[src/design/adc_bay_tamper_detector_macros.svh]
// assertion macros for the bay tamper detector
// used by the top level only, no other dependencies
`ifndef ADC_BAY_TAMPER_DETECTOR_MACROS_SVH
`define ADC_BAY_TAMPER_DETECTOR_MACROS_SVH

// same-cycle implication
`define ABTD_ASSERT_IMPL(label, clk, rst_n, a, c, msg) \
	label: assert property (@(posedge clk) disable iff (!rst_n) (a) |-> (c)) \
		else $error(msg);

// next-cycle implication
`define ABTD_ASSERT_NEXT(label, clk, rst_n, a, c, msg) \
	label: assert property (@(posedge clk) disable iff (!rst_n) (a) |=> (c)) \
		else $error(msg);

`endif

[src/design/abtd_pkg.sv]
// shared types and constants for the bay tamper detector
// no dependencies
`timescale 1ns / 1ps

package abtd_pkg;

	localparam int SAMPLE_BITS_DEF = 10;
	localparam int CFG_IDX_BITS    = 3;
	localparam int NUM_LEVELS      = 7;
	localparam int CODE_BITS       = 3;

	// drive checks enabled in this build
	localparam logic CHECK_SSD = 1'b1;
	localparam logic CHECK_BAY = 1'b1;
	localparam logic [CODE_BITS-1:0] ENABLED_MASK = {1'b1, CHECK_SSD, CHECK_BAY};

	typedef enum logic [1:0] {
		PS_OTHER = 2'd0,
		PS_S5    = 2'd1,
		PS_S3    = 2'd2
	} pwr_state_t;

	typedef enum logic [CFG_IDX_BITS-1:0] {
		REG_TOLERANCE = 3'd0,
		REG_LEVEL0    = 3'd1,
		REG_LEVEL1    = 3'd2,
		REG_LEVEL2    = 3'd3,
		REG_LEVEL3    = 3'd4,
		REG_LEVEL4    = 3'd5,
		REG_LEVEL5    = 3'd6,
		REG_LEVEL6    = 3'd7
	} cfg_reg_t;

	typedef struct packed {
		logic                 match;
		logic [CODE_BITS-1:0] code;
	} quant_res_t;

	typedef struct packed {
		logic                 change;
		logic [CODE_BITS-1:0] removed;
		logic [CODE_BITS-1:0] present;
	} result_t;

endpackage

[src/design/abtd_cfg_regs.sv]
// configuration registers: match tolerance and the seven quantiser levels
// depends on abtd_pkg
`timescale 1ns / 1ps

module abtd_cfg_regs import abtd_pkg::*; #(
	parameter int SAMPLE_BITS = SAMPLE_BITS_DEF
) (
	input  logic                    clk,
	input  logic                    arst_n,
	input  logic                    cfg_we,
	input  logic [CFG_IDX_BITS-1:0] cfg_index,
	input  logic [SAMPLE_BITS-1:0]  cfg_data,
	output logic [SAMPLE_BITS-1:0]  tolerance,
	output logic [SAMPLE_BITS-1:0]  levels [NUM_LEVELS]
);

	logic [SAMPLE_BITS-1:0] tol_q;
	logic [SAMPLE_BITS-1:0] lvl_q [NUM_LEVELS];

	always_ff @(posedge clk or negedge arst_n) begin
		if (!arst_n) begin
			tol_q <= '0;
			for (int k = 0; k < NUM_LEVELS; k++) begin
				lvl_q[k] <= '0;
			end
		end else if (cfg_we) begin
			if (cfg_index == REG_TOLERANCE) begin
				tol_q <= cfg_data;
			end else begin
				// level registers follow the tolerance register
				lvl_q[cfg_index - CFG_IDX_BITS'(REG_LEVEL0)] <= cfg_data;
			end
		end
	end

	assign tolerance = tol_q;
	assign levels    = lvl_q;

endmodule

[src/design/abtd_quant.sv]
// sample classifier: distance check against the accepted sample and
// descending-threshold quantiser; depends on abtd_pkg
`timescale 1ns / 1ps

module abtd_quant import abtd_pkg::*; #(
	parameter int SAMPLE_BITS = SAMPLE_BITS_DEF
) (
	input  logic [SAMPLE_BITS-1:0] sample,
	input  logic [SAMPLE_BITS-1:0] accepted,
	input  logic [SAMPLE_BITS-1:0] tolerance,
	input  logic [SAMPLE_BITS-1:0] levels [NUM_LEVELS],
	output quant_res_t             qres
);

	logic [SAMPLE_BITS-1:0] diff;
	logic [CODE_BITS-1:0]   code;

	assign diff = (sample > accepted) ? (sample - accepted) : (accepted - sample);

	// first level the sample reaches wins, none reached gives the top code
	always_comb begin
		code = CODE_BITS'(NUM_LEVELS);
		for (int k = NUM_LEVELS - 1; k >= 0; k--) begin
			if (sample >= levels[k]) begin
				code = CODE_BITS'(k);
			end
		end
	end

	assign qres.match = diff < tolerance;
	assign qres.code  = code;

endmodule

[src/design/abtd_core.sv]
// debounce and tamper state with the result register
// depends on abtd_pkg
`timescale 1ns / 1ps

module abtd_core import abtd_pkg::*; #(
	parameter int SAMPLE_BITS = SAMPLE_BITS_DEF
) (
	input  logic                   clk,
	input  logic                   arst_n,
	input  logic                   proc,
	input  logic                   out_ready,
	input  logic                   sample_valid,
	input  logic [SAMPLE_BITS-1:0] sample_value,
	input  logic [1:0]             power_state,
	input  logic                   ec_on,
	input  quant_res_t             qres,
	output logic [SAMPLE_BITS-1:0] accepted,
	output logic                   out_valid,
	output result_t                res
);

	logic [SAMPLE_BITS-1:0] acc_q, acc_n;
	logic [CODE_BITS-1:0]   cur_q, cur_n;
	logic [CODE_BITS-1:0]   prev_q, prev_n;
	logic [CODE_BITS-1:0]   cand_q, cand_n;
	logic [CODE_BITS-1:0]   rem_q, rem_n;
	logic                   pend_q, pend_n;
	logic                   out_valid_q;
	result_t                res_q, res_n;
	logic                   s5_on, s3;
	logic                   change;

	always_comb begin
		s5_on  = 1'b0;
		s3     = 1'b0;
		case (power_state)
			PS_S5:   s5_on = ec_on;
			PS_S3:   s3    = 1'b1;
			default: ;
		endcase

		acc_n  = acc_q;
		cur_n  = cur_q;
		prev_n = prev_q;
		cand_n = cand_q;
		pend_n = pend_q;
		rem_n  = rem_q;
		change = 1'b0;

		if (s5_on || s3) begin
			if (!sample_valid || qres.match) begin
				pend_n = 1'b0;
			end else if (pend_q) begin
				pend_n = 1'b0;
				// second code equal to the candidate: take it
				if (cand_q == qres.code) begin
					change = 1'b1;
					acc_n  = sample_value;
					prev_n = cur_q;
					cur_n  = cand_q;
				end
			end else begin
				cand_n = qres.code;
				pend_n = 1'b1;
			end
		end

		if (s5_on) begin
			rem_n = '0;
		end else if (s3 && change) begin
			rem_n = rem_q | (prev_n & ~cur_n & ENABLED_MASK);
		end

		res_n.change  = change;
		res_n.removed = rem_n;
		res_n.present = cur_n & ENABLED_MASK;
	end

	always_ff @(posedge clk or negedge arst_n) begin
		if (!arst_n) begin
			acc_q       <= '0;
			cur_q       <= '0;
			prev_q      <= '0;
			cand_q      <= '0;
			pend_q      <= 1'b0;
			rem_q       <= '0;
			out_valid_q <= 1'b0;
		end else if (proc) begin
			acc_q       <= acc_n;
			cur_q       <= cur_n;
			prev_q      <= prev_n;
			cand_q      <= cand_n;
			pend_q      <= pend_n;
			rem_q       <= rem_n;
			out_valid_q <= 1'b1;
		end else if (out_ready) begin
			out_valid_q <= 1'b0;
		end
	end

	always_ff @(posedge clk) begin
		if (proc) begin
			res_q <= res_n;
		end
	end

	assign accepted  = acc_q;
	assign out_valid = out_valid_q;
	assign res       = res_q;

endmodule

[src/design/adc_bay_tamper_detector.sv]
// channel    handshake              payload
// input      in_valid / in_ready    sample_valid, sample_value, power_state, ec_on
// result     out_valid / out_ready  change_detected, *_removed, *_present
// config     cfg_we                 cfg_index, cfg_data
//
// one tick per cycle sustained unless the result stalls; the result is registered
// through the input register and the result register around the classifier.
// reset clears all debounce, tamper and config state at once.
// a stalled result holds in its register while one more tick waits in the
// input register; in_ready drops only when both are full and out_ready is low.
// top level: input register, config, classifier and state core
// depends on abtd_pkg and adc_bay_tamper_detector_macros.svh
`timescale 1ns / 1ps
`include "adc_bay_tamper_detector_macros.svh"

module adc_bay_tamper_detector import abtd_pkg::*; #(
	parameter int SAMPLE_BITS = SAMPLE_BITS_DEF
) (
	input  logic                    clk,
	input  logic                    arst_n,
	input  logic                    cfg_we,
	input  logic [CFG_IDX_BITS-1:0] cfg_index,
	input  logic [SAMPLE_BITS-1:0]  cfg_data,
	input  logic                    in_valid,
	output logic                    in_ready,
	input  logic                    sample_valid,
	input  logic [SAMPLE_BITS-1:0]  sample_value,
	input  logic [1:0]              power_state,
	input  logic                    ec_on,
	output logic                    out_valid,
	input  logic                    out_ready,
	output logic                    change_detected,
	output logic                    hdd_removed,
	output logic                    ssd_removed,
	output logic                    bay_removed,
	output logic                    hdd_present,
	output logic                    ssd_present,
	output logic                    bay_present
);

	logic                   valid_s1;
	logic                   sample_valid_s1;
	logic [SAMPLE_BITS-1:0] sample_value_s1;
	logic [1:0]             power_state_s1;
	logic                   ec_on_s1;
	logic                   advance, proc;
	logic [SAMPLE_BITS-1:0] tolerance;
	logic [SAMPLE_BITS-1:0] levels [NUM_LEVELS];
	logic [SAMPLE_BITS-1:0] accepted;
	quant_res_t             qres;
	result_t                res;

	assign advance  = !out_valid || out_ready;
	assign proc     = valid_s1 && advance;
	assign in_ready = !valid_s1 || advance;

	always_ff @(posedge clk or negedge arst_n) begin
		if (!arst_n) begin
			valid_s1 <= 1'b0;
		end else if (in_ready) begin
			valid_s1 <= in_valid;
		end
	end

	always_ff @(posedge clk) begin
		if (in_valid && in_ready) begin
			sample_valid_s1 <= sample_valid;
			sample_value_s1 <= sample_value;
			power_state_s1  <= power_state;
			ec_on_s1        <= ec_on;
		end
	end

	abtd_cfg_regs #(.SAMPLE_BITS(SAMPLE_BITS)) u_cfg (
		.clk       (clk),
		.arst_n    (arst_n),
		.cfg_we    (cfg_we),
		.cfg_index (cfg_index),
		.cfg_data  (cfg_data),
		.tolerance (tolerance),
		.levels    (levels)
	);

	abtd_quant #(.SAMPLE_BITS(SAMPLE_BITS)) u_quant (
		.sample    (sample_value_s1),
		.accepted  (accepted),
		.tolerance (tolerance),
		.levels    (levels),
		.qres      (qres)
	);

	abtd_core #(.SAMPLE_BITS(SAMPLE_BITS)) u_core (
		.clk          (clk),
		.arst_n       (arst_n),
		.proc         (proc),
		.out_ready    (out_ready),
		.sample_valid (sample_valid_s1),
		.sample_value (sample_value_s1),
		.power_state  (power_state_s1),
		.ec_on        (ec_on_s1),
		.qres         (qres),
		.accepted     (accepted),
		.out_valid    (out_valid),
		.res          (res)
	);

	assign change_detected = res.change;
	assign hdd_removed     = res.removed[2];
	assign ssd_removed     = res.removed[1];
	assign bay_removed     = res.removed[0];
	assign hdd_present     = res.present[2];
	assign ssd_present     = res.present[1];
	assign bay_present     = res.present[0];

	// input stalls only with both registers full and the result held
	`ABTD_ASSERT_IMPL(a_stall_cause, clk, arst_n, !in_ready, valid_s1 && out_valid && !out_ready, "in_ready low without a full pipe")
	// an input transfer always lands in the input register
	`ABTD_ASSERT_NEXT(a_in_lands, clk, arst_n, in_valid && in_ready, valid_s1, "input transfer lost")
	// disabled drives never report removal or presence
	`ABTD_ASSERT_IMPL(a_disabled_quiet, clk, arst_n, out_valid, (CHECK_SSD || (!ssd_removed && !ssd_present)) && (CHECK_BAY || (!bay_removed && !bay_present)), "disabled drive flagged")

endmodule

[config.mk]
export PLATFORM = sky130hd
export DESIGN_NAME = adc_bay_tamper_detector
export DESIGN_NICKNAME = d
export VERILOG_FILES = /design/src/design/abtd_pkg.sv /design/src/design/abtd_cfg_regs.sv /design/src/design/abtd_quant.sv /design/src/design/abtd_core.sv /design/src/design/adc_bay_tamper_detector.sv
export VERILOG_INCLUDE_DIRS = /design/src /design/src/design
export SDC_FILE = /design/constraint.sdc
export NUM_CORES = 1
export LEC_CHECK = 0
export BUFFER_PORTS_ARGS = -buffer_cell sky130_fd_sc_hd__buf_2
export CORE_MARGIN = 4
export CORE_UTILIZATION = 64
export CTS_BUF_LIST = sky130_fd_sc_hd__clkbuf_4 sky130_fd_sc_hd__clkbuf_8
export DETAILED_ROUTE_END_ITERATION = 16
export MAX_ROUTING_LAYER = met4
export PLACE_DENSITY = 0.83
export SYNTH_ARGS = -nofsm -noshare
export SYNTH_HDL_FRONTEND = slang
export SYNTH_SLANG_ARGS = --single-unit
[constraint.sdc]
create_clock -name clk -period 5.5 [get_ports clk]
set_input_delay 1.1 -clock clk [delete_from_list [all_inputs] [get_ports clk]]
set_output_delay 1.1 -clock clk [all_outputs]
set_load 0.05 [all_outputs]
# == After elaboration in Yosys (flattened, before gate mapping) ==
# Index checks and enable logic that the tools add are counted.
# classes
n_shift,0
div_mod_pow,0
add_sub_neg,3
mux,31
n_eq_ne,3
order_cmp,11
n_mul,0
bitwise,7
reduce_logical,18
# op_table
op,count
70-bit bitwise mux,1
10-bit greater-or-equal comparator,7
3-bit two-way mux,14
10-bit demux with 3-bit select,1
10-bit two-way mux,2
10-bit subtractor,2
1-bit two-way mux,11
10-bit > comparator,1
10-bit less-than comparator,1
2-bit AND reduction,3
5-bit AND reduction,1
4-bit greater-or-equal comparator (second input constant),1
1-bit logical AND,4
1-bit logical OR,4
4-bit by 1-bit less-than comparator with 1-bit output (second input constant),1
2-bit two-way mux,2
3-bit inverter with 4-bit output,1
4-bit AND reduction,1
3-bit AND,1
3-bit == test,1
1-bit logical NOT,3
3-bit logical NOT,1
1-bit inverter,3
3-bit inverter,1
5 further kinds,5
# word_totals
n_memories,0
in_bits,32
ramBits,0
latch_bits,0
mem_bits_ro,0
reg_bits,126
word_cells,96
output_inout_bits,9

# == Logic depth before layout (Yosys ltp) ==
# logic_depth
ltp_word,18
mapped_depth,23
ltp_nobuf,20

# == Modules after synthesis ==
# A second synthesis with hierarchy kept.
# hier_totals
cells_unflattened,657
hier_area_um2,7578.5
# modules_own_cells
mod,cells_each,area_each_um2,seq_area_each_um2,instances
abtd_cfg_regs,186,3125.5,2001.9,1
abtd_quant,368,2723.9,0.0,1
abtd_core,83,1237.4,735.7,1
adc_bay_tamper_detector,20,491.7,445.4,1

# == Least setup slack after synthesis ==
# Ideal clock, no wire load.
# synth_timing
path_kind,register to register
start,register sample_value_s1[6]
end,register u_core.res_q (netlist bit u_core.res[0]) (data pin)
n_path_buf,2
setup_ns,0.260
required_time_ns,5.240
t_arrival_ns,4.287
synth_period_minus_slack_ns,4.546
path_stages_with_launch,19
setup_slack_ns,0.954
path_cell_list,edfxtp_1 inv_1 ha_1 buf_4 nand3_2 or4_1 buf_2 or4b_4 o41ai_2 o221ai_2 xor2_1 ha_1 a211oi_1 a21oi_1 o2111a_1 o31ai_1 nor2_1 nand4_1 mux2_2
# synth_via
elab_chain_cells,13
# synth_lines
element,line,source
start: declaration,adc_bay_tamper_detector.sv:43,logic [SAMPLE_BITS-1:0] sample_value_s1;
start signal: assignment,adc_bay_tamper_detector.sv:68,sample_value_s1 <= sample_value;
10-bit greater-or-equal comparator,abtd_quant.sv:24,if (sample >= levels[k]) begin
1-bit two-way mux,abtd_quant.sv:24,
2-bit two-way mux (2 in series),abtd_quant.sv:24,
3-bit two-way mux (4 in series),abtd_quant.sv:24,
3-bit == test,abtd_core.sv:56,if (cand_q == qres.code) begin
3-bit two-way mux,abtd_core.sv:56,
3-bit two-way mux,abtd_core.sv:53,end else if (pend_q) begin
3-bit two-way mux *,abtd_core.sv:51,if (!sample_valid || qres.match) begin
3-bit two-way mux *,abtd_core.sv:50,if (s5_on || s3) begin
via u_core.cur_n[0],abtd_core.sv:23,"logic [CODE_BITS-1:0] cur_q, cur_n;"
end signal: assignment,abtd_core.sv:103,res_q <= res_n;
end: declaration,abtd_core.sv:29,"result_t res_q, res_n;"
# The timed path passes the listed nets; every way through them passes the cells marked *.
# A chain may end at the register's enable or synchronous reset.

# == Final worst setup path ==
# layout_timing
start,register sample_value_s1[2]
end,register u_core.res_q (netlist bit u_core.res[1]) (data pin)
# The elaborated chain is that of the path after synthesis.

==> flow_summary.yaml <==
worst_setup_path:
  end_kind: "flip-flop"
  critPathMostFrequentCell: "ha_1"
  critPathTopFamily: "simple AND/OR/NAND/NOR gates"
  worst_ep_required_time_ns: 5.69
  arrival_ns: 5.49
  start_kind: "flip-flop"
  cp.buffers_inverters: 1
  path_class: "reg -> reg"
  critPathSlowestCell: "or4_1"
  cp_max_fo: 9
  critical-path-max-stage-delay_ns: 0.62
  worstPathCellList: "inv_1 > ha_1 > nand3_1 > or4_1 > or4b_4 > o41ai_2 > o221ai_2 > xor2_1 > ha_1 > a211oi_1 > a21oi_1 > o2111a_1 > o31ai_1 > nor2_1 > nand4_1 > mux2_2"
placed_design:
  hpwl_um: 12780
  io_buffer_count: 40
  placed_cell_area_um2: 7963
  pre_cts_slack_ns: 0.3437
  gp_congestion: 0.9199
clocking:
  clk_path_buf_depth: 2
  postCtsResizedCells: 0
  cts.sink_count: 123
  postCtsHoldBufs: 0
  tritoncts: "yes"
  numCtsBuffers: 17
  cts-htree-levels: 4
  clock_latency_ns: 0.44
  cts.clk_slew.worst_paths_ns: 0.07
  clk_root_buffer_cell: "clkbuf_8"
  postCtsSetupBuffers: 0
die:
  start_util_pct: 65.78
  core_um2: 11520
  die_y_um: 116.8
  die-area_um2: 13640
  die_w_um: 116.8
  io_pins: 41
  std_cell_rows: 39
run_status:
  status: "completed"
routing:
  dr.pass1.iters: 5
  first_iter_violations: 304
  vias: 5495
  routed_wl_um: 16820
  wl_per_cell_um: 18.09
  ant_nets: 0
  drc_errors: 0
  avgViaCountPerCell: 5.909
sta:
  report.final.slew_viol_count: 0
  fmax_ghz: 0.1890
  rsz0062_at_grt: "false"
  fin_ws_ns: 0.2081
  finalCritPeriodShare_pct: 96.22
  hold_viol_final: 0
  min_period_ns: 5.292
  setup_viol: 0
  fin_setup_tns_ns: 0
  tightest_slew_ns: 1.059
  maxSlewHeadroom_pct: 29.04
  skew_ns: 0.01125
synth:
  synth_top_cell_by_area: "dfrtp_1"
  synth_top_area_share_pct: 33.70
  synth_most_common_cell: "inv_1"
  yosys.area_share.simple_pct: 10.75
  yosysSeqAreaShare_pct: 42.02
  yosys-top-cells-count: "104 x inv_1, 102 x dfrtp_1, 100 x ha_1, 67 x o21ai_0, 60 x nand2_1"
  synth_ff_type: "dfrtp_1"
  synth_edf_count: 21
  syn-num-nets: 853
  synth_mux_area_share_pct: 9.762
  synth_area_per_cell_um2: 10.54
  synth_adder_area_share_pct: 17.05
  syn-cell-area_um2: 7575
  synth_xor_area_share_pct: 1.140
  synth_cell_types: 70
  synth-seq-cells: 123
  async_flop_share_pct: 82.93
  synth_top_family_by_area: "adder cells"
  yosys-top-cells-area: "dfrtp_1 34%, ha_1 17%, edfxtp_1 8.3%, mux2_2 7.7%, inv_1 5.2%"
  synth_compound_area_share_pct: 13.00
  yosys_warnings: 0
  synthCells: 719
power:
  seqPwrFrac_pct: 39.4
  p_total_mw: 3.199
  p_per_area_nw_per_um2: 385.1
  clock_power_share_pct: 21.7
  p_switching_mw: 1.174
  combPwrFrac_pct: 38.9
  max-vdd-ir-drop_mv: 0.2205
  p_int_mw: 2.025
  power.leakage_nw: 3.949
  swShare_pct: 36.69
global_routing:
  grt_util_all_layers_pct: 27.83
  grt_max_degree: 58
  grt_pass1_wl_um: 28210
  antenna_found_initial: 0
  grt_pass1_vias: 5821
  grt-ovfl-total: 0
flow_run:
  cap_violations: 0
layout:
  seqCellArea_um2: 3183
  finalInstanceArea_um2: 8307
  num_antenna_cells: 0
  layout-area-overhead-vs-synth_pct: 9.663
  final_nets: 908
  layout-drive-gt1-share_pct: 19.82
  multi_input_comb_area_um2: 3933
  fillCellCount: 847
min_path:
  worstHoldPathType: "reg -> reg"
==> power by group through the flow <==
stage               sequential [mW]  clock, mW  combinational [mW]
finish                         1.26      0.695                1.24
global route                   1.28      0.750                1.41
CTS                            1.26      0.708                1.24
detailed placement             1.28          0                1.23
global placement               1.26          0                1.17
floorplan                      1.26          0               0.902
==> worst reg2reg max path, delay by kind of cell, from the launching register on <==
family,cells,cell delay [ns]
multiplexers,1,0.38
flip-flops,1,0.61
adder cells (fa/ha/maj),2,0.74
AO/OA/AOI/OAI,6,1.32
AND/OR/NAND/NOR,5,1.71
buffers and inverters,1,0.12
XOR/XNOR,1,0.18
==> cells by family (layout without fill, tap and decap cells) <==
kind of cell               Yosys count  count (layout)
AOI/OAI and AO/OA                  148             148
xor gates and xnor gates             9               9
adders and majority gates          102             102
buffers and inverters              118             186
DFF                                123             123
muxes                               67              67
and+or+nand+nor                    152             152
==> metal layers <==
metal  share of wire (%)  global-route usage [%]
met1                  44                   34.16
met2                  49                   44.41
met3                 4.0                   5.758
met4                 3.7                   12.92
met5                   0                       -
==> path summary, 6_finish.rpt <==
| kind | from | endpoint | slack, ns | cells past startpoint |
|---|---|---|---|---|
| setup / recovery | sample_value_s1[2] | u_core.res[1] | 0.21 | 16 |
| hold / removal | u_core.rem_q[1] | u_core.rem_q[1] | 0.49 | 2 |
| setup reg to reg | sample_value_s1[2] | u_core.res[1] | 0.21 | 16 |
| hold reg to reg | u_core.rem_q[1] | u_core.rem_q[1] | 0.49 | 2 |
| max in group asynchronous | arst_n | u_cfg.levels[57] | 3.67 | 2 |
| min in group asynchronous | arst_n | u_core.accepted[1] | 0.71 | 1 |
==> cell type report <==
class | count | share of cell area (%)
Multi-Input combinational cell | 478 | 47.34
Sequential cell | 123 | 38.32
Inverter | 104 | 4.699
Timing Repair Buffer | 50 | 3.344
Clock buffer | 21 | 3.253
Tap cell | 143 | 2.154
Clock inverter | 11 | 0.8887
==> registers in the layout (all words and copies together) (netlist names) <==
| signal | count |
|---|---|
| sample_value_s1 | 10 |
| u_cfg.levels | 70 |
| u_core.accepted | 10 |
| ec_on_s1 | 1 |
| power_state_s1 | 2 |
| u_cfg.tolerance | 10 |
| u_core.out_valid | 1 |
| u_core.rem_q | 3 |
| u_core.cur_q | 3 |
| u_core.cand_q | 3 |
| valid_s1 | 1 |
| u_core.pend_q | 1 |
| sample_valid_s1 | 1 |
| u_core.res | 7 |
==> cell usage in the layout, fill, tap and decap left out, types with 3 or more instances in the layout <==
| master | n |
|---|---|
| a211oi_1 | 14 |
| a21o_1 | 7 |
| a21oi_1 | 21 |
| and2_1 | 3 |
| buf_2 | 39 |
| buf_4 | 11 |
| clkbuf_4 | 3 |
| clkbuf_8 | 18 |
| clkinvlp_4 | 6 |
| dfrtp_1 | 102 |
| edfxtp_1 | 21 |
| ha_1 | 100 |
| inv_1 | 104 |
| mux2_1 | 3 |
| mux2_2 | 52 |
| mux2i_1 | 12 |
| nand2_1 | 60 |
| nand2b_1 | 11 |
| nand3_1 | 4 |
| nand3b_1 | 5 |
| nand4_1 | 13 |
| nor2_1 | 21 |
| nor2b_1 | 6 |
| nor3_1 | 4 |
| nor3b_1 | 5 |
| o21a_1 | 8 |
| o21ai_0 | 67 |
| o31ai_1 | 5 |
| xnor2_1 | 5 |
| xor2_1 | 3 |
==> stage by stage <==
step,std cells,utilization (%),hold slack (ns)
after floorplan,719,-,0.4487
after global placement,898,69.14,0.4614
after detailed placement,898,69.14,0.4704
after CTS,930,72.13,0.4917
after global routing,930,72.13,0.5186
final,930,72.13,0.4945
Power figures use the tool's default switching activity.
